==> src/rtl/core/salc_ram.sv <==
// Generic single-write, single-read RAM with registered read data.
// Stand-alone; read data holds while no read is issued.
`default_nettype none

module salc_ram #(
    parameter int WIDTH = 8,
    parameter int DEPTH = 16
) (
    input  wire logic                     i_clk,
    input  wire logic                     i_we,
    input  wire logic [$clog2(DEPTH)-1:0] i_waddr,
    input  wire logic [WIDTH-1:0]         i_wdata,
    input  wire logic                     i_re,
    input  wire logic [$clog2(DEPTH)-1:0] i_raddr,
    output logic      [WIDTH-1:0]         o_rdata
);

    logic [WIDTH-1:0] r_mem [DEPTH];
    logic [WIDTH-1:0] r_rdata;

    // Write port and registered read port
    always_ff @(posedge i_clk) begin
        if (i_we) begin
            r_mem[i_waddr] <= i_wdata;
        end
        if (i_re) begin
            r_rdata <= r_mem[i_raddr];
        end
    end

    assign o_rdata = r_rdata;

endmodule

`default_nettype wire

==> config.mk <==
export PLATFORM = sky130hd
export DESIGN_NAME = salc_ram
export DESIGN_NICKNAME = d
export VERILOG_FILES = /design/src/rtl/core/salc_ram.sv
export SDC_FILE = /design/constraint.sdc
export NUM_CORES = 1
export LEC_CHECK = 0
export ABC_AREA = 1
export BUFFER_PORTS_ARGS = -buffer_cell sky130_fd_sc_hd__buf_2
export CAP_MARGIN = 0
export CORE_ASPECT_RATIO = 0.9
export CORE_UTILIZATION = 55
export DETAILED_ROUTE_END_ITERATION = 10
export PLACE_DENSITY = 0.73
export SLEW_MARGIN = 20
export SYNTH_ARGS = -nofsm -noshare
export SYNTH_HDL_FRONTEND = slang
export SYNTH_SLANG_ARGS = --single-unit
==> constraint.sdc <==
create_clock -name i_clk -period 2.63 [get_ports i_clk]
set_input_delay 0 -clock i_clk [delete_from_list [all_inputs] [get_ports i_clk]]
set_output_delay 0 -clock i_clk [all_outputs]
set_load 0.01 [all_outputs]
* Word-level counts from Yosys, hierarchy flattened
Memories as Yosys holds them, arrays and structs flattened. A register that Yosys moved wholly into a read port is not among the register bits.
Cells that the tools add are included.
** Word-level totals
- Register bits after elaboration :: 0
- RAM bits :: 128
- Input bits :: 19
- Output and inout bits :: 8
- Word-level logic and storage cells :: 3
- Memories kept :: 1
** Memory list
- r_mem :: depth 16, width 8, rd ports 1, clocked after memory_dff 1, write ports 1, line 18 : logic [WIDTH-1:0] r_mem [DEPTH];
** Operators by class
- Multiplexer cells :: 2
** Operators with widths (number)
- $mux 1 :: 2

* Logic depth before layout (Yosys ltp)
- Depth in word-level cells :: 2
- Gate-level depth with buffers :: 8
- Gate-level depth less buffers :: 7

* Least setup slack after synthesis
No wires, ideal clock.
- Kind :: input to register
- Start :: input port i_waddr[2]
- End :: memory r_mem[10][0] (enable)
- Arrival time :: 581 ps
- Required time :: 2260 ps
- Setup slack :: 1679 ps
- Stages :: 2
- Buffers on the path :: 0
- Path through :: nand3b_1 > nor2_1
** RTL lines
- start: declaration :: line 11 : input wire logic [$clog2(DEPTH)-1:0] i_waddr,
- end: declaration :: line 18
Straight into the memory's write port.

==> impl_summary.log <==
INFO  metric run_status = finished, final reports clean
INFO  metric drt_first_pass_iters = 5
INFO  metric dp_hpwl = 7.798 mm
INFO  metric worstHoldPathType = in -> reg
INFO  metric unrepaired_setup_endpoints_after_global_routing = no
INFO  metric netlist_instances = 551
INFO  metric groute.usage.overall = 0.2544
INFO  metric synth_common_cells = nand2_1 (173), edfxtp_1 (136), inv_1 (100), nand3_1 (97), nor2_1 (17)
INFO  metric rows = 35
INFO  metric cts.sinks = 136
INFO  metric multi_input_comb_area = 1214 µm²
INFO  metric max_freq = 747.9 MHz
INFO  metric post-route-min-period = 1.337 ns
INFO  metric drive_above_1_share = 0.09524
INFO  metric portBuffers = 26
INFO  metric worst-slew-pin-transition = 0.9224 ns
INFO  metric synth_warn = 0
INFO  metric power.switching = 1062 µW
INFO  metric synth_mux_area_frac = 0
INFO  metric syn_area = 5847 µm²
INFO  metric total_routed_length = 12.99 mm
INFO  metric grt_pass1_wl = 20.19 mm
INFO  metric avgRoutedWirePerCell = 18.12 µm
INFO  metric xor_xnor_portion_of_the_synthesized_cell_area = 0
INFO  metric ys_seq_area_frac = 0.6985
INFO  metric syn-mean-instance-area = 10.61 µm²
INFO  metric drt_first_iter_violations = 403
INFO  metric gr-total-overflow = 0
INFO  metric worstPathCellList = buf_2 > inv_2 > nand3_1 > nand3_1 > nand3_1 > nand2_1
INFO  metric post_route_clock_skew = 0.005552 ns
INFO  metric floorplan.initialDensity = 0.5681
INFO  metric slowest_stage = buf_2
INFO  metric finalCritPeriodShare = 0.5084
INFO  metric core_area = 10290 µm²
INFO  metric critical_path_end_type = flip-flop
INFO  metric finish.utilization = 0.6440
INFO  metric vdd.ir_drop.worst = 0.6414 mV
INFO  metric cts-buffers-inserted = 17
INFO  metric vias_per_cell = 5.358
INFO  metric cts_root_buffer = clkbuf_16
INFO  metric maximum_single_stage_delay_on_the_critical_path = 0.52 ns
INFO  metric synthFlopType = edfxtp_1
INFO  metric place.gp.congestion = 0.8923
INFO  metric die_h = 99.82 µm
INFO  metric setup-tns-final = 0 ns
INFO  metric cp_max_fo = 33
INFO  metric finalSetupViolCount = 0
INFO  metric num-nets-final = 594
INFO  metric design.die.area = 11050 µm²
INFO  metric die_width = 110.7 µm
INFO  metric share_comb_of_total_power = 0.054
INFO  metric timing.critical_path.arrival = 1.50 ns
INFO  metric async_set_reset_flop_share_out_of_synthesis = 0
INFO  metric synth_compound_area_frac = 0
INFO  metric adder_cell_share_of_the_synthesized_area = 0
INFO  metric tritoncts = built
INFO  metric largest_net_degree_at_the_start_of_global_routing = 65
INFO  metric synth_top_family_by_area = simple AND/OR/NAND/NOR gates
INFO  metric synth-simple-area-share = 0.2076
INFO  metric cp.buffers_inverters = 2
INFO  metric synthTopCellsByArea = edfxtp_1 (70%), nand2_1 (11%), nand3_1 (8.3%)
INFO  metric postSynthRegisterBits = 136
INFO  metric antenna-diode-count = 0
INFO  metric grt_pass1_vias = 3648
INFO  metric most_numerous_cell_in_the_yosys_netlist = nand2_1
INFO  metric cts_htree_levels = 4
INFO  metric clockBufferDepth = 2
INFO  metric area_delta_synth_final = 13.35%
INFO  metric final_hold_violation_count = 0
INFO  metric synth-edff-count = 136
INFO  metric slew_headroom = 0.3828
INFO  metric netSwitchingFraction = 0.2023
INFO  metric clkSlewWorstSetupHoldPaths = 0.05 ns
INFO  metric clock_latency = 0.42 ns
INFO  metric worst_ep_required_time = 2.80 ns
INFO  metric design.portCount = 27
INFO  metric cap_violations = 0
INFO  metric ctsResizeCount = 0
INFO  metric setup.worst_path.class = in -> reg
INFO  metric final_antenna_violating_net_count = 0
INFO  metric power_per_cell_area = 792.1 nW/µm²
INFO  metric dr_total_vias = 3842
INFO  metric critical_path.startpoint_type = input port
INFO  metric final-seq-area = 4084 µm²
INFO  metric synth.distinct_cells = 11
INFO  metric power_report.internal_total = 4188 µW
INFO  metric area_fraction_of_the_dominant_cell_type_after_synthesis = 0.6985
INFO  metric seqPwrFrac = 0.469
INFO  metric number_of_antenna_violations_at_the_first_check_in_global_routing = 0
INFO  metric worst_path_dominant_cell_family = buffers and inverters
INFO  metric drc_errors = 0
INFO  metric leakagePower = 0.002852 µW
INFO  metric timing_max_transition_violations_final = 0
INFO  metric cts.hold.buffers_added = 1
INFO  metric power_frac_clock = 0.477
INFO  metric cts_post_setup_buffers_inserted = 0
INFO  metric fillCellCount = 823
INFO  metric synth_largest_area_cell = edfxtp_1
INFO  metric synth.net_count = 570
INFO  metric crit_top_cell = nand3_1
## worst register-to-register path: stages, from the launching register on
cell and delay [ns]:
edfxtp_1 0.37, inv_1 0.07, nand2_1 0.05, nand3_1 0.08, nand3_1 0.10, nand3_1 0.16
nand2_1 0.07
## sequential cells by signal, indices dropped and copies added (netlist names)
signal / flops
r_mem: 128
o_rdata: 8
## metrics by stage
step / setup slack [ns] / power (µW) / cells / hold WS, ns / cell area [µm²]
after floorplan: 1.679 / 2675 / 551 / 0.09887 / 5847
after global placement: 0.9112 / 2779 / 684 / 0.3743 / 6000
after detailed placement: 0.8839 / 2785 / 684 / 0.3759 / 6000
after CTS: 1.312 / 5266 / 717 / 0.01059 / 6628
after global routing: 1.134 / 5400 / 717 / 0.01604 / 6628
final: 1.293 / 5250 / 717 / 0.01816 / 6628
## per-layer routing
metal  GRT usage  up-vias  share of wire
met5           0        -              0
met3     0.05797       35          0.081
li1            -     1833              -
met2      0.3932      168           0.47
met4      0.1313        0          0.028
met1      0.3431     1806           0.42
## power by group through the flow
| stage | sequential (µW) | combinational, µW | clock, µW |
|---|---|---|---|
| final | 2460 | 285 | 2500 |
| after global routing | 2460 | 317 | 2620 |
| after CTS | 2460 | 285 | 2520 |
| after detailed placement | 2500 | 281 | 0 |
| after global placement | 2500 | 276 | 0 |
| after floorplan | 2500 | 171 | 0 |
## path summary, 6_finish.rpt
path / from / to / slack (ns) / depth (start not counted)
min reg2reg: r_mem[12][1] / o_rdata[1] / 0.74 / 6
max: i_raddr[1] / o_rdata[7] / 1.29 / 6
max reg2reg: r_mem[0][7] / o_rdata[7] / 1.47 / 6
min: i_wdata[0] / r_mem[14][0] / 0.02 / 1
## cell families (layout without fill, tap and decap cells)
family,count (synthesis),after routing
flops,136,136
simple gates,289,289
buf+inv,126,163
## cell type report
type | instances | share of cell area
Tap cell | 129 | 0.02435
Clock buffer | 21 | 0.06645
Sequential cell | 136 | 0.6162
Multi-Input combinational cell | 289 | 0.1831
Inverter | 102 | 0.05777
Timing Repair Buffer | 29 | 0.02530
Clock inverter | 11 | 0.02681
## cell usage in the layout (no fill, tap or decap)
cell type / instances
inv_2: 2
buf_12: 1
clkinv_2: 4
buf_4: 1
dlygate4sd3_1: 1
nand3_1: 97
clkinv_1: 2
edfxtp_1: 136
buf_2: 26
clkbuf_1: 4
nand2_1: 173
clkbuf_16: 17
nor2_1: 17
bufinv_16: 5
inv_1: 100
nand3b_1: 2
No activity file was read; power rests on OpenSTA's default activity.
