File: src/rtl/core/salc_pkg.sv
// Shared types and constants of the set-associative LRU cache lookup.
// Used by every module under rtl/core but salc_ram; depends on nothing.
`default_nettype none

package salc_pkg;

    // Geometry
    localparam int MAX_SETS   = 1024;
    localparam int MAX_WAYS   = 8;
    localparam int ADDR_WIDTH = 32;
    localparam int SET_W      = $clog2(MAX_SETS);
    localparam int WAY_W      = $clog2(MAX_WAYS);
    localparam int NWAYS_W    = WAY_W + 1;
    localparam int FILL_W     = 4;
    localparam int TAG_ROWS   = MAX_SETS * MAX_WAYS;

    // Configuration register widths and indexes
    localparam int OFF_W   = 5;
    localparam int IDX_W   = 4;
    localparam int CFG_W   = 5;
    localparam int CFG_A_W = 2;

    localparam logic [CFG_A_W-1:0] CFG_OFFSET_BITS = 2'd0;
    localparam logic [CFG_A_W-1:0] CFG_INDEX_BITS  = 2'd1;
    localparam logic [CFG_A_W-1:0] CFG_WAYS        = 2'd2;

    localparam logic [OFF_W-1:0] RST_OFFSET_BITS = 5'd4;
    localparam logic [IDX_W-1:0] RST_INDEX_BITS  = 4'd6;
    localparam logic [IDX_W-1:0] RST_WAYS        = 4'd1;

    // Result codes
    typedef enum logic [1:0] {
        OUT_HIT        = 2'd0,
        OUT_COMPULSORY = 2'd1,
        OUT_CAPACITY   = 2'd2
    } t_outcome;

    // Per-set bookkeeping row: recency list (LRU first), fill count, valid bits
    typedef struct packed {
        logic [MAX_WAYS-1:0][WAY_W-1:0] order;
        logic [FILL_W-1:0]              fill;
        logic [MAX_WAYS-1:0]            valid;
    } t_meta;

    // Address split result
    typedef struct packed {
        logic [ADDR_WIDTH-1:0] tag;
        logic [SET_W-1:0]      set;
    } t_split;

endpackage

`default_nettype wire

File: src/rtl/core/salc_addr_split.sv
// Splits an access address into tag and set index under the configured widths.
// Depends on salc_pkg.
`default_nettype none

module salc_addr_split (
    input  wire logic [salc_pkg::ADDR_WIDTH-1:0] i_address,
    input  wire logic [salc_pkg::OFF_W-1:0]      i_offset_bits,
    input  wire logic [salc_pkg::IDX_W-1:0]      i_index_bits,
    output salc_pkg::t_split                     o_split
);

    logic [salc_pkg::OFF_W:0]          shift;
    logic [salc_pkg::ADDR_WIDTH-1:0]   above;
    logic [salc_pkg::ADDR_WIDTH-1:0]   mask;

    // Tag is zero once offset plus index covers the whole address
    assign shift = {1'b0, i_offset_bits} + {2'b00, i_index_bits};

    assign o_split.tag = (shift < (salc_pkg::OFF_W + 1)'(salc_pkg::ADDR_WIDTH))
                         ? (i_address >> shift) : '0;

    // Set index: bits above the offset, masked, folded onto the set count
    assign above       = i_address >> i_offset_bits;
    assign mask        = (salc_pkg::ADDR_WIDTH'(1) << i_index_bits)
                         - salc_pkg::ADDR_WIDTH'(1);
    assign o_split.set = above[salc_pkg::SET_W-1:0] & mask[salc_pkg::SET_W-1:0];

endmodule

`default_nettype wire

File: config.mk
export PLATFORM = sky130hd
export DESIGN_NAME = salc_addr_split
export DESIGN_NICKNAME = d
export VERILOG_FILES = /design/src/rtl/core/salc_pkg.sv /design/src/rtl/core/salc_addr_split.sv
export SDC_FILE = /design/constraint.sdc
export NUM_CORES = 1
export LEC_CHECK = 0
export ABC_AREA = 1
export BUFFER_PORTS_ARGS = -buffer_cell sky130_fd_sc_hd__buf_2
export CAP_MARGIN = 20
export CORE_ASPECT_RATIO = 1.5
export CORE_UTILIZATION = 35
export DETAILED_ROUTE_END_ITERATION = 6
export PLACE_DENSITY_LB_ADDON = 0.12
export SLEW_MARGIN = 25
export SYNTH_ARGS = -nofsm -noshare
export SYNTH_HDL_FRONTEND = slang
export SYNTH_SLANG_ARGS = --single-unit
File: constraint.sdc
create_clock -name vclk -period 3.8
set_input_delay 0.76 -clock vclk [all_inputs]
set_output_delay 0.76 -clock vclk [all_outputs]
set_load 0.02 [all_outputs]
======== Word level (Yosys, flattened, before mapping) ========
Index checks and enable logic that the tools add are counted.
storage, ports and cells
  output and inout port bits .............. 42
  word-level logic and storage cells ...... 8
  bits in registers ....................... 0
  input bits .............................. 41
operators by class
  multiplexer cells ....................... 1
  bitwise operators ....................... 1
  add/sub/neg operators ................... 2
  shift operators ......................... 3
  magnitude comparators ................... 1
operator list
  operator                                            count
  two-way mux 32 bit                                  1
  >> shifter 32 x 5 -> 10 bit                         1
  >> shifter 32 x 6 -> 32 bit                         1
  AND 10 bit                                          1
  << shifter 1 x 4 -> 10 bit, first input constant    1
  subtractor 10 x 2 -> 10 bit, second input constant  1
  adder 5 x 4 -> 6 bit                                1
  < comparator 6 bit, second input constant           1

======== Longest topological paths before layout ========
  word-level depth ........................ 3
  gate-level depth with buffers ........... 13
  mapped depth without buffers ............ 11

======== Least setup slack after synthesis ========
OpenSTA, ideal clock, no wires.
  path kind ............................... input to output
  start point ............................. input i_offset_bits[1] (netlist name)
  end point ............................... output o_split[18] (netlist name)
  data required time ...................... 3.040 ns
  path slack .............................. 0.260 ns
  path buffers ............................ 2
  stages .................................. 11
  arrival ................................. 2.780 ns
  cell sequence ........................... inv_1 > buf_1 > fa_1 > inv_1 > clkbuf_1 > nand2_1 > nand3_1 > nand2_1 > nand2_1 > nand3_1 > a21oi_1
RTL lines
  element          RTL line              source
  start, declared  salc_addr_split.sv:7  input wire logic [salc_pkg::OFF_W-1:0] i_offset_bits,
  end, declared    salc_addr_split.sv:9  output salc_pkg::t_split o_split

==> Flow_metrics.wiki <==
{| class="wikitable"
! Metric !! Value
|-
| Vias after detailed routing || between 4000 and 5000
|-
| Worst Max-Slew Pin Slew || 0.5943 ns
|-
| Number of failing setup endpoints in the final timing report || 0
|-
| RSZ-0062 raised after global routing || yes
|-
| Wire length on met1 || roughly 5.7 mm
|-
| Final wirelength || approximately 13 mm
|-
| Pwr/cell area || ~270 mW/mm^2
|-
| Worst Hold Path EP || o_split[9]
|-
| Initial antenna violation count || 0
|-
| Dominant cell type by area after synthesis || sky130_fd_sc_hd__nand3_1
|-
| Critical path type || input pin to primary output
|-
| Starting utilization of the core area || between 30% and 40%
|-
| Relative slew margins || ~60%
|-
| Fraction of synthesized cell area taken by the top area cell type || 37.69%
|-
| Average cell area after synthesis || 4.596 um^2
|-
| Total GRT Usage || roughly a quarter
|-
| Fill count || between 1000 and 1500
|-
| Area contributors post-synth || sky130_fd_sc_hd__nand3_1, sky130_fd_sc_hd__nand2_1, sky130_fd_sc_hd__a21oi_1, sky130_fd_sc_hd__nor2_1, sky130_fd_sc_hd__o21ai_0
|-
| Hold path startpoint || i_index_bits[3]
|-
| Count of unique library cells instantiated by Yosys || 28
|-
| Die Outline Area || 0.01004 mm^2
|-
| Top routing layer used || met4
|-
| Number of detailed-routing iterations run before antenna repair || 5
|-
| Detailed placement HPWL || approximately 11 mm
|-
| Port buffer count || 83
|-
| Total power draw || ~0.0011 W
|-
| Die Wd || 82.16 um
|-
| Post-detailed-route count of antenna-violating nets || 0
|-
| Category of the worst setup path launch point || input pin
|-
| Count of antenna diodes in the layout || 0
|-
| Met2 Routed Length || 6.493 mm
|-
| Crit Path Max Fanout || 32
|-
| Detail Route met3 WL || 453 um
|-
| Worst min path class || input pin to primary output
|-
| Critical path data required time || a little over 3 ns
|-
| Residual DRC || 0
|-
| DRT iter0 DRCs || 348
|-
| Core box area || about 0.0093 mm^2
|-
| Storage element area || 0 um^2
|-
| Average wire per standard cell || 14.41 um
|-
| Postcts setup bufs || 0
|-
| Overall die height || approximately 120 um
|-
| Worst Hold Path Cells || 4
|-
| Synthesized cell area || roughly 0.0034 mm^2
|-
| Synthesized Nets || between 700 and 800
|-
| Run status || completed
|-
| Seq cells || 0
|-
| Crit. Startpoint || i_index_bits[0]
|-
| Layout area overhead || 15.21%
|-
| Wire length of the first global-routing pass || 21.24 mm
|-
| Data arrival at the endpoint of the critical path || between 2 and 3 ns
|-
| Nets@finish || roughly 840
|-
| Count of final hold-check violations || 0
|-
| Post-Layout Inst Area || 0.003886 mm^2
|-
| Maxcap violations || 0
|-
| Post-synthesis instance total || approximately 730
|-
| Vias in the first global route || between 4000 and 5000
|-
| Kind of capture point of the worst setup path || primary output
|-
| Post-place instance area || between 0.003 and 0.004 mm^2
|-
| Seq/Total Area, Yosys || 0%
|-
| Post-detailed-route via-to-cell ratio || between 5 and 6
|-
| Routability congestion estimate from global placement || 0.9491
|-
| Boundary pin count || 83
|-
| Rows || 43
|-
| Maximum operating frequency || approximately 0.27 GHz
|-
| Final clock period utilization by the worst path || 97.06%
|-
| Overflow left after global routing || 0
|-
| Warnings from Yosys || 0
|-
| Peak supply drop || approximately 0.19 mV
|-
| Maximum number of pins on one net before global-route repair || 37
|-
| Fraction of layout cells with a size suffix above 1 || about 14%
|-
| Number of slew-limit violations in the final report || 0
|-
| Leakage Power || about 2.1 nW
|-
| Fin crit period || 3.688 ns
|-
| Count of clock buffers in the final design || 0
|}
## synth_stat cells (4+ instances only)
cell / count
sky130_fd_sc_hd__clkbuf_1: 14
sky130_fd_sc_hd__xor2_1: 4
sky130_fd_sc_hd__a21oi_1: 29
sky130_fd_sc_hd__nand2_1: 283
sky130_fd_sc_hd__o21ai_0: 23
sky130_fd_sc_hd__ha_1: 5
sky130_fd_sc_hd__buf_1: 8
sky130_fd_sc_hd__nor2_1: 35
sky130_fd_sc_hd__o211ai_1: 7
sky130_fd_sc_hd__inv_1: 27
sky130_fd_sc_hd__buf_2: 22
sky130_fd_sc_hd__nand3_1: 254
## kinds of logic (layout without fill, tap and decap cells)
kind of cell	Yosys count	count (layout)	share of synthesized area (%)
buf+inv	77	130	9.941
xor+xnor	7	7	2.597
compound gates	63	63	9.978
simple gates	581	581	75.04
fa+ha+maj	6	6	2.448
## through the flow
step / utilization, % / setup WS [ns] / setup TNS [ns] / cells / hold WS (ns)
finish: 41.75 / 0.1117 / 0 / 899 / 1.971
global route: 41.75 / -0.002624 / -0.002624 / 899 / 2.001
CTS: 41.71 / 0.1202 / 0 / 899 / 1.985
detailed placement: 41.71 / 0.1178 / 0 / 899 / 1.984
global placement: 41.71 / 0.1530 / 0 / 899 / 1.990
floorplan: - / 0.2602 / 0 / 734 / 1.665
## worst max-delay path, cell delays in order
cell and delay, ns:
sky130_fd_sc_hd__buf_2 0.13, sky130_fd_sc_hd__ha_1 0.19, sky130_fd_sc_hd__inv_1 0.06, sky130_fd_sc_hd__fa_1 0.51, sky130_fd_sc_hd__inv_1 0.08, sky130_fd_sc_hd__buf_12 0.16
sky130_fd_sc_hd__nand3_1 0.08, sky130_fd_sc_hd__nand2_1 0.08, sky130_fd_sc_hd__o21ai_0 0.41, sky130_fd_sc_hd__nand2_1 0.09, sky130_fd_sc_hd__nand2_1 0.07, sky130_fd_sc_hd__nor2_1 0.03
sky130_fd_sc_hd__nor2_1 0.09, sky130_fd_sc_hd__buf_2 0.17
## placed cells by master (no fill, tap or decap)
| cell | n |
|---|---|
| sky130_fd_sc_hd__nand3b_1 | 1 |
| sky130_fd_sc_hd__xnor2_2 | 1 |
| sky130_fd_sc_hd__buf_12 | 3 |
| sky130_fd_sc_hd__inv_2 | 2 |
| sky130_fd_sc_hd__nand3_1 | 254 |
| sky130_fd_sc_hd__ha_1 | 5 |
| sky130_fd_sc_hd__buf_6 | 1 |
| sky130_fd_sc_hd__nor2_4 | 1 |
| sky130_fd_sc_hd__fa_1 | 1 |
| sky130_fd_sc_hd__nand2_1 | 283 |
| sky130_fd_sc_hd__buf_4 | 14 |
| sky130_fd_sc_hd__or2_2 | 3 |
| sky130_fd_sc_hd__inv_1 | 27 |
| sky130_fd_sc_hd__a21oi_1 | 29 |
| sky130_fd_sc_hd__o21ai_0 | 22 |
| sky130_fd_sc_hd__nand4_1 | 1 |
| sky130_fd_sc_hd__xnor2_1 | 1 |
| sky130_fd_sc_hd__o21ai_1 | 4 |
| sky130_fd_sc_hd__xor2_2 | 1 |
| sky130_fd_sc_hd__or2_1 | 1 |
| sky130_fd_sc_hd__xor2_1 | 3 |
| sky130_fd_sc_hd__a21oi_2 | 1 |
| sky130_fd_sc_hd__xor2_4 | 1 |
| sky130_fd_sc_hd__nand2_2 | 1 |
| sky130_fd_sc_hd__nor2_1 | 35 |
| sky130_fd_sc_hd__buf_2 | 83 |
| sky130_fd_sc_hd__o211ai_1 | 7 |
| sky130_fd_sc_hd__nand3_2 | 1 |
## per-layer routing
layer,track usage (%),vias to the layer above
met3,0.5948,20
met4,5.811,0
met2,48.45,175
li1,-,2576
met5,0,-
met1,32.99,2222
## where the power goes
part	internal, W	total (W)	leakage (nW)	switching [W]
Sequential	0	0	0	0
Clock	0	0	0	0
Combinational	0.000347	0.00105	2.13	0.000706
## layout make-up
class	count	area (um^2)	share of cell area, %
inverter	29	108.9	2.801
multi-input combinational	657	3045	78.36
tap	112	140.1	3.606
timing repair buffer	101	591.8	15.23
## worst max path at each step
stage	to	slack [ns]	depth (start not counted)
after floorplan	o_split[18]	0.26	11
after global placement	o_split[21]	0.15	13
after detailed placement	o_split[13]	0.12	11
after CTS	o_split[13]	0.12	11
after global routing	o_split[13]	-0.003	11
final	o_split[17]	0.11	14
## timing repair
action / in CTS / in global routing
setup endpoints to repair: 0 / 4
resized for setup: 0 / 2
hold buffers: 0 / 0
(Power assumes the default switching activity.)
