File: src/rtl/core/salc_pkg.sv
// Shared types and constants of the set-associative LRU cache lookup.
// Used by every module under rtl/core but salc_ram; depends on nothing.
`default_nettype none

package salc_pkg;

    // Geometry
    localparam int MAX_SETS   = 1024;
    localparam int MAX_WAYS   = 8;
    localparam int ADDR_WIDTH = 32;
    localparam int SET_W      = $clog2(MAX_SETS);
    localparam int WAY_W      = $clog2(MAX_WAYS);
    localparam int NWAYS_W    = WAY_W + 1;
    localparam int FILL_W     = 4;
    localparam int TAG_ROWS   = MAX_SETS * MAX_WAYS;

    // Configuration register widths and indexes
    localparam int OFF_W   = 5;
    localparam int IDX_W   = 4;
    localparam int CFG_W   = 5;
    localparam int CFG_A_W = 2;

    localparam logic [CFG_A_W-1:0] CFG_OFFSET_BITS = 2'd0;
    localparam logic [CFG_A_W-1:0] CFG_INDEX_BITS  = 2'd1;
    localparam logic [CFG_A_W-1:0] CFG_WAYS        = 2'd2;

    localparam logic [OFF_W-1:0] RST_OFFSET_BITS = 5'd4;
    localparam logic [IDX_W-1:0] RST_INDEX_BITS  = 4'd6;
    localparam logic [IDX_W-1:0] RST_WAYS        = 4'd1;

    // Result codes
    typedef enum logic [1:0] {
        OUT_HIT        = 2'd0,
        OUT_COMPULSORY = 2'd1,
        OUT_CAPACITY   = 2'd2
    } t_outcome;

    // Per-set bookkeeping row: recency list (LRU first), fill count, valid bits
    typedef struct packed {
        logic [MAX_WAYS-1:0][WAY_W-1:0] order;
        logic [FILL_W-1:0]              fill;
        logic [MAX_WAYS-1:0]            valid;
    } t_meta;

    // Address split result
    typedef struct packed {
        logic [ADDR_WIDTH-1:0] tag;
        logic [SET_W-1:0]      set;
    } t_split;

endpackage

`default_nettype wire

File: src/rtl/core/salc_lru_update.sv
// Recency list update for one set: moves the used way to most recent,
// appends it while the list is short, and marks the way valid.
// Depends on salc_pkg.
`default_nettype none

module salc_lru_update (
    input  salc_pkg::t_meta                      i_meta,
    input  wire logic [salc_pkg::WAY_W-1:0]      i_way,
    input  wire logic [salc_pkg::NWAYS_W-1:0]    i_nways,
    output salc_pkg::t_meta                      o_meta
);

    logic [salc_pkg::MAX_WAYS-1:0] app;
    logic [salc_pkg::MAX_WAYS-1:0] hit;
    logic                          found;
    logic                          append;
    logic [salc_pkg::WAY_W-1:0]    pos;
    logic [salc_pkg::FILL_W-1:0]   last;
    logic [salc_pkg::FILL_W-1:0]   nw_m1;
    logic [salc_pkg::FILL_W-1:0]   fill_m1;

    // Per-slot tests: free slot within the list, or slot holding this way
    always_comb begin
        for (int i = 0; i < salc_pkg::MAX_WAYS; i++) begin
            app[i] = (salc_pkg::NWAYS_W'(i) < i_nways) &&
                     (salc_pkg::FILL_W'(i) >= i_meta.fill);
            hit[i] = (salc_pkg::NWAYS_W'(i) < i_nways) &&
                     (salc_pkg::FILL_W'(i) < i_meta.fill) &&
                     (i_meta.order[i] == i_way);
        end
    end

    // First slot that decides the update
    always_comb begin
        found  = 1'b0;
        append = 1'b0;
        pos    = '0;
        for (int i = 0; i < salc_pkg::MAX_WAYS; i++) begin
            if (!found && (app[i] || hit[i])) begin
                found  = 1'b1;
                append = app[i];
                pos    = salc_pkg::WAY_W'(i);
            end
        end
    end

    // Last occupied slot that a move may reach
    assign nw_m1   = salc_pkg::FILL_W'(i_nways) - salc_pkg::FILL_W'(1);
    assign fill_m1 = i_meta.fill - salc_pkg::FILL_W'(1);
    assign last    = (nw_m1 < fill_m1) ? nw_m1 : fill_m1;

    always_comb begin
        o_meta        = i_meta;
        o_meta.valid  = i_meta.valid | (salc_pkg::MAX_WAYS'(1) << i_way);
        if (found && append) begin
            o_meta.order[pos] = i_way;
            o_meta.fill       = salc_pkg::FILL_W'(pos) + salc_pkg::FILL_W'(1);
        end else if (found) begin
            // Shift the younger entries down and put this way at the end
            for (int j = 0; j < salc_pkg::MAX_WAYS - 1; j++) begin
                if ((salc_pkg::WAY_W'(j) >= pos) && (salc_pkg::FILL_W'(j) < last)) begin
                    o_meta.order[j] = i_meta.order[j + 1];
                end
            end
            for (int j = 0; j < salc_pkg::MAX_WAYS; j++) begin
                if (salc_pkg::FILL_W'(j) == last) begin
                    o_meta.order[j] = i_way;
                end
            end
        end
    end

endmodule

`default_nettype wire

File: config.mk
export PLATFORM = sky130hd
export DESIGN_NAME = salc_lru_update
export DESIGN_NICKNAME = d
export VERILOG_FILES = /design/src/rtl/core/salc_pkg.sv /design/src/rtl/core/salc_lru_update.sv
export SDC_FILE = /design/constraint.sdc
export NUM_CORES = 1
export LEC_CHECK = 0
export CORE_MARGIN = 1.5
export CORE_UTILIZATION = 47
export DETAILED_ROUTE_END_ITERATION = 16
export DONT_BUFFER_PORTS = 1
export GPL_ROUTABILITY_DRIVEN = 0
export PLACE_DENSITY = 0.69
export SYNTH_ARGS = -nofsm -noshare
export SYNTH_HDL_FRONTEND = slang
export SYNTH_SLANG_ARGS = --single-unit
export TNS_END_PERCENT = 5
File: constraint.sdc
create_clock -name vclk -period 7.45
set_input_delay 0.3725 -clock vclk [all_inputs]
set_output_delay 0.3725 -clock vclk [all_outputs]
set_load 0.02 [all_outputs]
Word level (Yosys, flattened, before mapping)
Index checks and enable logic that the tools add are counted.

Register bits after elaboration: 0. Bits of input ports: 43.

Add/subtract/negate cells: 3. $lt $le $gt $ge: 41. Equal/unequal tests: 15. Shifts and indexed selects: 1. Multiplexer cells: 45. Bitwise logic cells: 1. Reduce and logical (&&, ||, !) cells: 56.

Operator list (number): 3-bit two-way mux (22); 24-bit two-way mux (2); 3-bit by 4-bit < comparator with 1-bit output (first input constant) (11); 1-bit logical AND (40); 24-bit bitwise mux (1); 3-bit equality test (8); 1-bit by 4-bit < comparator with 1-bit output (first input constant) (6); 2-bit by 4-bit < comparator with 1-bit output (first input constant) (6); 1-bit two-way mux (17); 3-bit by 4-bit equality test with 1-bit output (first input constant) (4); 3-bit by 4-bit greater-or-equal comparator with 1-bit output (first input constant) (4); 3-bit demux with 3-bit select (1); 3-bit greater-or-equal comparator (first input constant) (3); 2-bit by 4-bit equality test with 1-bit output (first input constant) (2); 1-bit by 4-bit greater-or-equal comparator with 1-bit output (first input constant) (2); 2-bit by 4-bit greater-or-equal comparator with 1-bit output (first input constant) (2); 1-bit logical OR (8); 4-bit two-way mux (2); 8-bit bitwise OR (1); 1-bit by 3-bit << shifter with 8-bit output (first input constant) (1); 4-bit by 1-bit subtractor with 4-bit output (second input constant) (2); 1-bit zero test (7); 1-bit by 3-bit greater-or-equal comparator with 1-bit output (first input constant) (2); 2-bit by 3-bit greater-or-equal comparator with 1-bit output (first input constant) (2); 6 further kinds (6).

Longest topological paths before layout
Gate-level depths: netlist of the first run.

Depth after elaboration: 32. Gate-level depth with buffers: 16.

Worst setup path after synthesis of the first run
No wires, ideal clock.

Kind: input to output. Start: input i_way[1] (netlist bit). End: output o_meta[12] (netlist bit). Arrival: 3950 ps. Path slack: 3128 ps. Stages on the path: 13. Path buffers: 1. Cell sequence: buf_4 xor2_1 nor4_2 nor4_1 a221o_1 a211oi_1 inv_1 ha_1 or3_1 o311a_1 mux2i_1 a211oi_1 a211oi_1.

RTL lines: start, declared (line salc_lru_update.sv:8) `input wire logic [salc_pkg::WAY_W-1:0] i_way,`; end, declared (line salc_lru_update.sv:10) `output salc_pkg::t_meta o_meta`.

==> flow_summary_export.csv, run 1 <==
group,metric,value,unit
power_and_ir_drop,powerDensity,167,nW/um^2
clock_tree,cts_setup_buffers,0,
timing,report.final.slew_viol_count,0,
power_and_ir_drop,peakVddDrop,0.0874,mV
grt,busiest_layer,"met2",
power_and_ir_drop,net-switching-power,268,uW
grt,use_met1,0.400,
placed_design,pre_cts_ws,2.69,ns
yosys,ys_seq_area_frac,0,
die,ios,79,
grt,grt-ovfl-total,0,
clock_tree,cts_resized,0,
worst_setup_path,start_kind,"input port",
worst_setup_path,cp_common_cell,"a211oi_1",
cells_and_area,synthToLayoutAreaGrowth,-0.413,%
yosys,syn_inst,339,
timing,finalWorstSetupSlack,2.65,ns
routing,drtIter0Drc,266,
timing,finalHoldViolCount,0,
worst_setup_path,cp_slowest_cell,"a211oi_1",
routing,wl_per_cell,20.9,um
routing,num_vias,2743,
cells_and_area,seqCellArea,0,um^2
power_and_ir_drop,p_leak,0.951,nW
worst_setup_path,path_max_fanout,6,
worst_hold_path,hold_path_class,"input port to output port",
grt,grtUsageMet2,0.463,
timing,worstMarginPinSlew,0.948,ns
cells_and_area,diodes,0,
run_status,status,"finished, final reports clean",
timing,fin_crit,4.80,ns
worst_hold_path,hp-start,"i_meta[1]",
die,core-area,4850,um^2
die,dieArea,5600,um^2
routing,drc_errors,0,
power_and_ir_drop,pwr-share-seq,0,
power_and_ir_drop,pwr-share-clk,0,
worst_setup_path,path_cells,"inv_1 -> ha_1 -> nand2b_1 -> a221oi_1 -> or2_2 -> a221o_1 -> a211oi_1 -> inv_1 -> ha_1 -> or3_1 -> o311a_1 -> mux2i_1 -> a211oi_1 -> a211oi_1",
timing,setup_viol,0,
yosys,netlist_area,2420,um^2
cells_and_area,final_cell_mix,"31 x nor2_1, 22 x nor3_1, 19 x inv_1, 19 x nand2_1, 18 x o21ai_0",
worst_setup_path,cp-end-kind,"output port",
routing,dr.pass1.iters,5,
die,die_x,74.8,um
clock_tree,cts_hold_buf,0,
yosys,synthMuxAreaShare,0.0480,
yosys,yosys_warnings,0,
timing,grt_setup_unrepaired,"no",
cells_and_area,n_clock_buffer,0,
grt,grt_max_degree,21,
worst_setup_path,crit_family,"compound AO/OA/AOI/OAI gates",
yosys,synthXorXnorAreaFrac,0.105,
flow_run,cap_violations,0,
timing,min_period_over_period,0.645,
grt,use_met3,0.0348,
worst_hold_path,hold_path_depth,1,
cells_and_area,seq_cells,0,
die,rows,25,
grt,grt_antenna_before_repair,0,
yosys,ys_types,75,
yosys,synth_compound_area_frac,0.405,
power_and_ir_drop,combPwrFrac,1.000,
worst_setup_path,cp_num_buf_inv,2,
cells_and_area,drive_gt1_frac,0.0988,
timing,fmax,0.208,GHz
grt,grt_pass1_wl,12600,um
placed_design,port_buffers,0,
worst_setup_path,worstSetupPathType,"input port to output port",
grt,globalRouteTotalUtil,0.284,
worst_setup_path,cp.arrival,4.43,ns
yosys,synth_area_per_cell,7.15,um^2
worst_setup_path,max_stage_delay,0.63,ns
power_and_ir_drop,switching_share,0.667,
grt,grt_pass1_vias,2512,
routing,ant_nets,0,
routing,wirelength,8170,um
die,die_height,74.8,um
worst_hold_path,hold_end,"o_meta[1]",
timing,slew_headroom,0.366,
timing,tns,0,ns
yosys,yosys.area_share.adder,0.0826,
cells_and_area,nNetsFinal,385,
cells_and_area,final_common_cell,"nor2_1",
yosys,synth.net_count,398,
routing,via_per_inst,7.02,
yosys,synth-simple-area-share,0.284,
yosys,synth_top_family_by_area,"compound AO/OA/AOI/OAI gates",
power_and_ir_drop,fin_total_pwr,402,uW
power_and_ir_drop,p_int,134,uW
worst_setup_path,cp.required,7.08,ns
placed_design,place_hpwl,6610,um
die,start_util,0.500,
cells in the mapped netlist, drive strengths merged, types with 7 or more instances:
| master | instances | area (um^2) |
|---|---|---|
| a211oi | 10 | 75.1 |
| a21o | 7 | 52.6 |
| a21oi | 19 | 110 |
| buf | 14 | 97.6 |
| ha | 16 | 200 |
| inv | 19 | 71.3 |
| nand2 | 20 | 82.6 |
| nand2b | 7 | 43.8 |
| nand3 | 11 | 55.1 |
| nor2 | 32 | 128 |
| nor3 | 23 | 126 |
| o21ai | 18 | 90.1 |
| xnor2 | 15 | 131 |
| xor2 | 14 | 123 |
stage by stage:
stage / std cells / hold WS, ns / instance area (um^2) / util
after detailed placement: 391 / 0.892 / 2410 / 0.498
after global routing: 391 / 0.894 / 2410 / 0.498
after floorplan: 339 / 0.886 / 2420 / -
final: 391 / 0.892 / 2410 / 0.498
after global placement: 391 / 0.891 / 2410 / 0.498
after CTS: 391 / 0.892 / 2410 / 0.498
power by group through the flow:
stage          registers (mW)  logic (mW)  clock network [mW]
2_1_floorplan               0       0.346                   0
3_3_place_gp                0       0.394                   0
3_5_place_dp                0       0.396                   0
4_1_cts                     0       0.397                   0
5_1_grt                     0       0.435                   0
6_report                    0       0.402                   0
cell families after synthesis:
family,Yosys count
AO/OA/AOI/OAI,122
XOR/XNOR,29
adder cells (fa/ha/maj),16
buffers and inverters,37
multiplexers,10
AND/OR/NAND/NOR,125
worst max-delay path by stage:
| stage | from | to | depth (start not counted) | slack [ns] |
|---|---|---|---|---|
| detailed placement | i_nways[0] | o_meta[14] | 14 | 2.69 |
| global route | i_nways[0] | o_meta[12] | 14 | 2.32 |
| finish | i_nways[0] | o_meta[14] | 14 | 2.65 |
| global placement | i_nways[0] | o_meta[14] | 14 | 2.80 |
| CTS | i_nways[0] | o_meta[14] | 14 | 2.67 |
| floorplan | i_way[1] | o_meta[12] | 13 | 3.13 |
cell type report:
| cell class | instances | area, um^2 |
|---|---|---|
| multi-input cells | 302 | 2240 |
| repair buffers | 2 | 15.0 |
| well taps | 67 | 83.8 |
| inverters | 20 | 75.1 |
| fillers | 514 | 2430 |
metal layers:
layer | wire length [um] | up-vias | share of wire
met5 | 0 | - | 0
met4 | 151 | 0 | 0.018
met3 | 684 | 10 | 0.084
met2 | 3910 | 144 | 0.48
met1 | 3420 | 1324 | 0.42
li1 | - | 1265 | -
Power figures use the tool's default switching activity.
==> inputs of run 2 (changes only) <==
- ABC_AREA: unset -> 1
- clock period: 7.45 -> 4.55 ns (I/O delays scaled with it)
==> flow_summary_export.csv, run 2 <==
group,metric,value,unit
power_and_ir_drop,fin_total_pwr,706,uW
die,core-area,5510,um^2
grt,grt_pass1_vias,3100,
placed_design,pre_cts_ws,1.39,ns
timing,setup_viol,0,
flow_run,cap_violations,0,
yosys,synthXorXnorAreaFrac,0.0390,
yosys,yosys.area_share.adder,0.0742,
die,dieArea,6200,um^2
yosys,synth.net_count,592,
routing,dr.pass1.iters,5,
cells_and_area,final_common_cell,"nand2_1",
cells_and_area,fillers,633,
yosys,synth_compound_area_frac,0.270,
timing,fin_crit,3.19,ns
power_and_ir_drop,p_leak,1.46,nW
cells_and_area,seq_cells,0,
routing,num_vias,3385,
run_status,status,"finished, final reports clean",
cells_and_area,nNetsFinal,579,
cells_and_area,n_clock_buffer,0,
routing,ant_nets,0,
timing,fmax,0.313,GHz
die,rows,27,
yosys,yosys.cell_count.top_type,"nand2_1",
yosys,synth_top_area_cell,"nand2_1",
worst_setup_path,cp.arrival,2.97,ns
timing,slew_headroom,0.509,
worst_hold_path,hold_path_class,"input port to output port",
timing,min_period_over_period,0.702,
timing,grt_setup_unrepaired,"no",
clock_tree,cts_hold_buf,0,
placed_design,port_buffers,0,
yosys,synthMuxAreaShare,0,
grt,globalRouteTotalUtil,0.275,
die,start_util,0.490,
yosys,ys_seq_area_frac,0,
grt,grt_antenna_before_repair,0,
yosys,yosys-top-cells-area,"nand2_1 22%, o21ai_0 9.5%, inv_1 9.3%, a21oi_1 7.6%, ha_1 7.4%",
routing,via_per_inst,5.74,
cells_and_area,drive_gt1_frac,0.104,
cells_and_area,final_cell_mix,"161 x nand2_1, 67 x inv_1, 51 x o21ai_0, 46 x nor2_1, 41 x a21oi_1",
routing,wirelength,8420,um
cells_and_area,diodes,0,
yosys,ys_types,38,
worst_setup_path,path_max_fanout,6,
grt,grt_max_degree,43,
worst_setup_path,start_kind,"input port",
timing,worstMarginPinSlew,0.734,ns
grt,grt_pass1_wl,14200,um
timing,finalHoldViolCount,0,
power_and_ir_drop,powerDensity,261,nW/um^2
grt,grt-ovfl-total,0,
die,die_height,78.8,um
yosys,synth-simple-area-share,0.470,
worst_setup_path,cp-end-kind,"output port",
yosys,synth_top_family_by_area,"simple AND/OR/NAND/NOR gates",
yosys,syn_inst,533,
worst_setup_path,cp.required,4.32,ns
timing,report.final.slew_viol_count,0,
cells_and_area,synthToLayoutAreaGrowth,0.371,%
placed_design,place_hpwl,6660,um
timing,tns,0,ns
clock_tree,cts_resized,0,
yosys,yosys-top-cells-count,"161 x nand2_1, 67 x inv_1, 51 x o21ai_0",
timing,finalWorstSetupSlack,1.36,ns
clock_tree,cts_setup_buffers,0,
routing,drc_errors,0,
power_and_ir_drop,peakVddDrop,0.0901,mV
die,die_x,78.8,um
yosys,synth_area_per_cell,5.06,um^2
routing,wl_per_cell,14.3,um
routing,drtIter0Drc,347,
yosys,yosys_warnings,0,
cells_and_area,multiInputGateArea,2300,um^2
die,ios,79,
cells_and_area,seqCellArea,0,um^2
yosys,netlist_area,2700,um^2
worst_setup_path,worstSetupPathType,"input port to output port",
yosys,synth_top_cell_area_share,0.224,
## run 2: cell families after synthesis
kind of cell,Yosys count
adder cells (fa/ha/maj),16
AO/OA/AOI/OAI,127
buffers and inverters,97
XOR/XNOR,12
AND/OR/NAND/NOR,281
## run 2: power breakdown
part | leakage [nW] | internal [mW] | total, mW | switching, mW
Clock | 0 | 0 | 0 | 0
Combinational | 1.46 | 0.194 | 0.706 | 0.512
Sequential | 0 | 0 | 0 | 0
## run 2: stage by stage
step	hold WS [ns]	utilization	instance area (um^2)	cells
global route	0.620	0.492	2710	590
detailed placement	0.616	0.492	2710	590
finish	0.623	0.492	2710	590
floorplan	0.655	-	2700	533
global placement	0.612	0.492	2710	590
CTS	0.616	0.492	2710	590
## run 2: path summary, 6_finish.rpt
path / to / depth (start not counted) / slack, ns / startpoint
max: o_meta[24] / 18 / 1.36 / i_meta[8]
min: o_meta[3] / 1 / 0.62 / i_way[2]
## run 2: routing by layer
layer	share of wire	track usage	wire length (um)
met2	0.46	0.467	3860
met3	0.079	0.0310	666
met4	0.019	0.0714	159
met1	0.44	0.367	3730
met5	0	0	0
## run 2: final cells by class
class	instances	area share
multi-input combinational	436	0.851
inverter	81	0.113
tap	72	0.0333
timing repair buffer	1	0.00277
## run 2: critical path: stages
cell	delay, ns
inv_1	0.13
nand3_1	0.12
xor2_1	0.21
inv_1	0.07
ha_1	0.27
inv_1	0.05
a21oi_1	0.16
nand2_2	0.12
o21ai_0	0.50
nand2_1	0.14
nor2_1	0.30
nor2_1	0.13
nand2_1	0.13
nand2_1	0.06
nand3_1	0.06
nand3_1	0.07
nand2_1	0.08
nand2_1	0.14
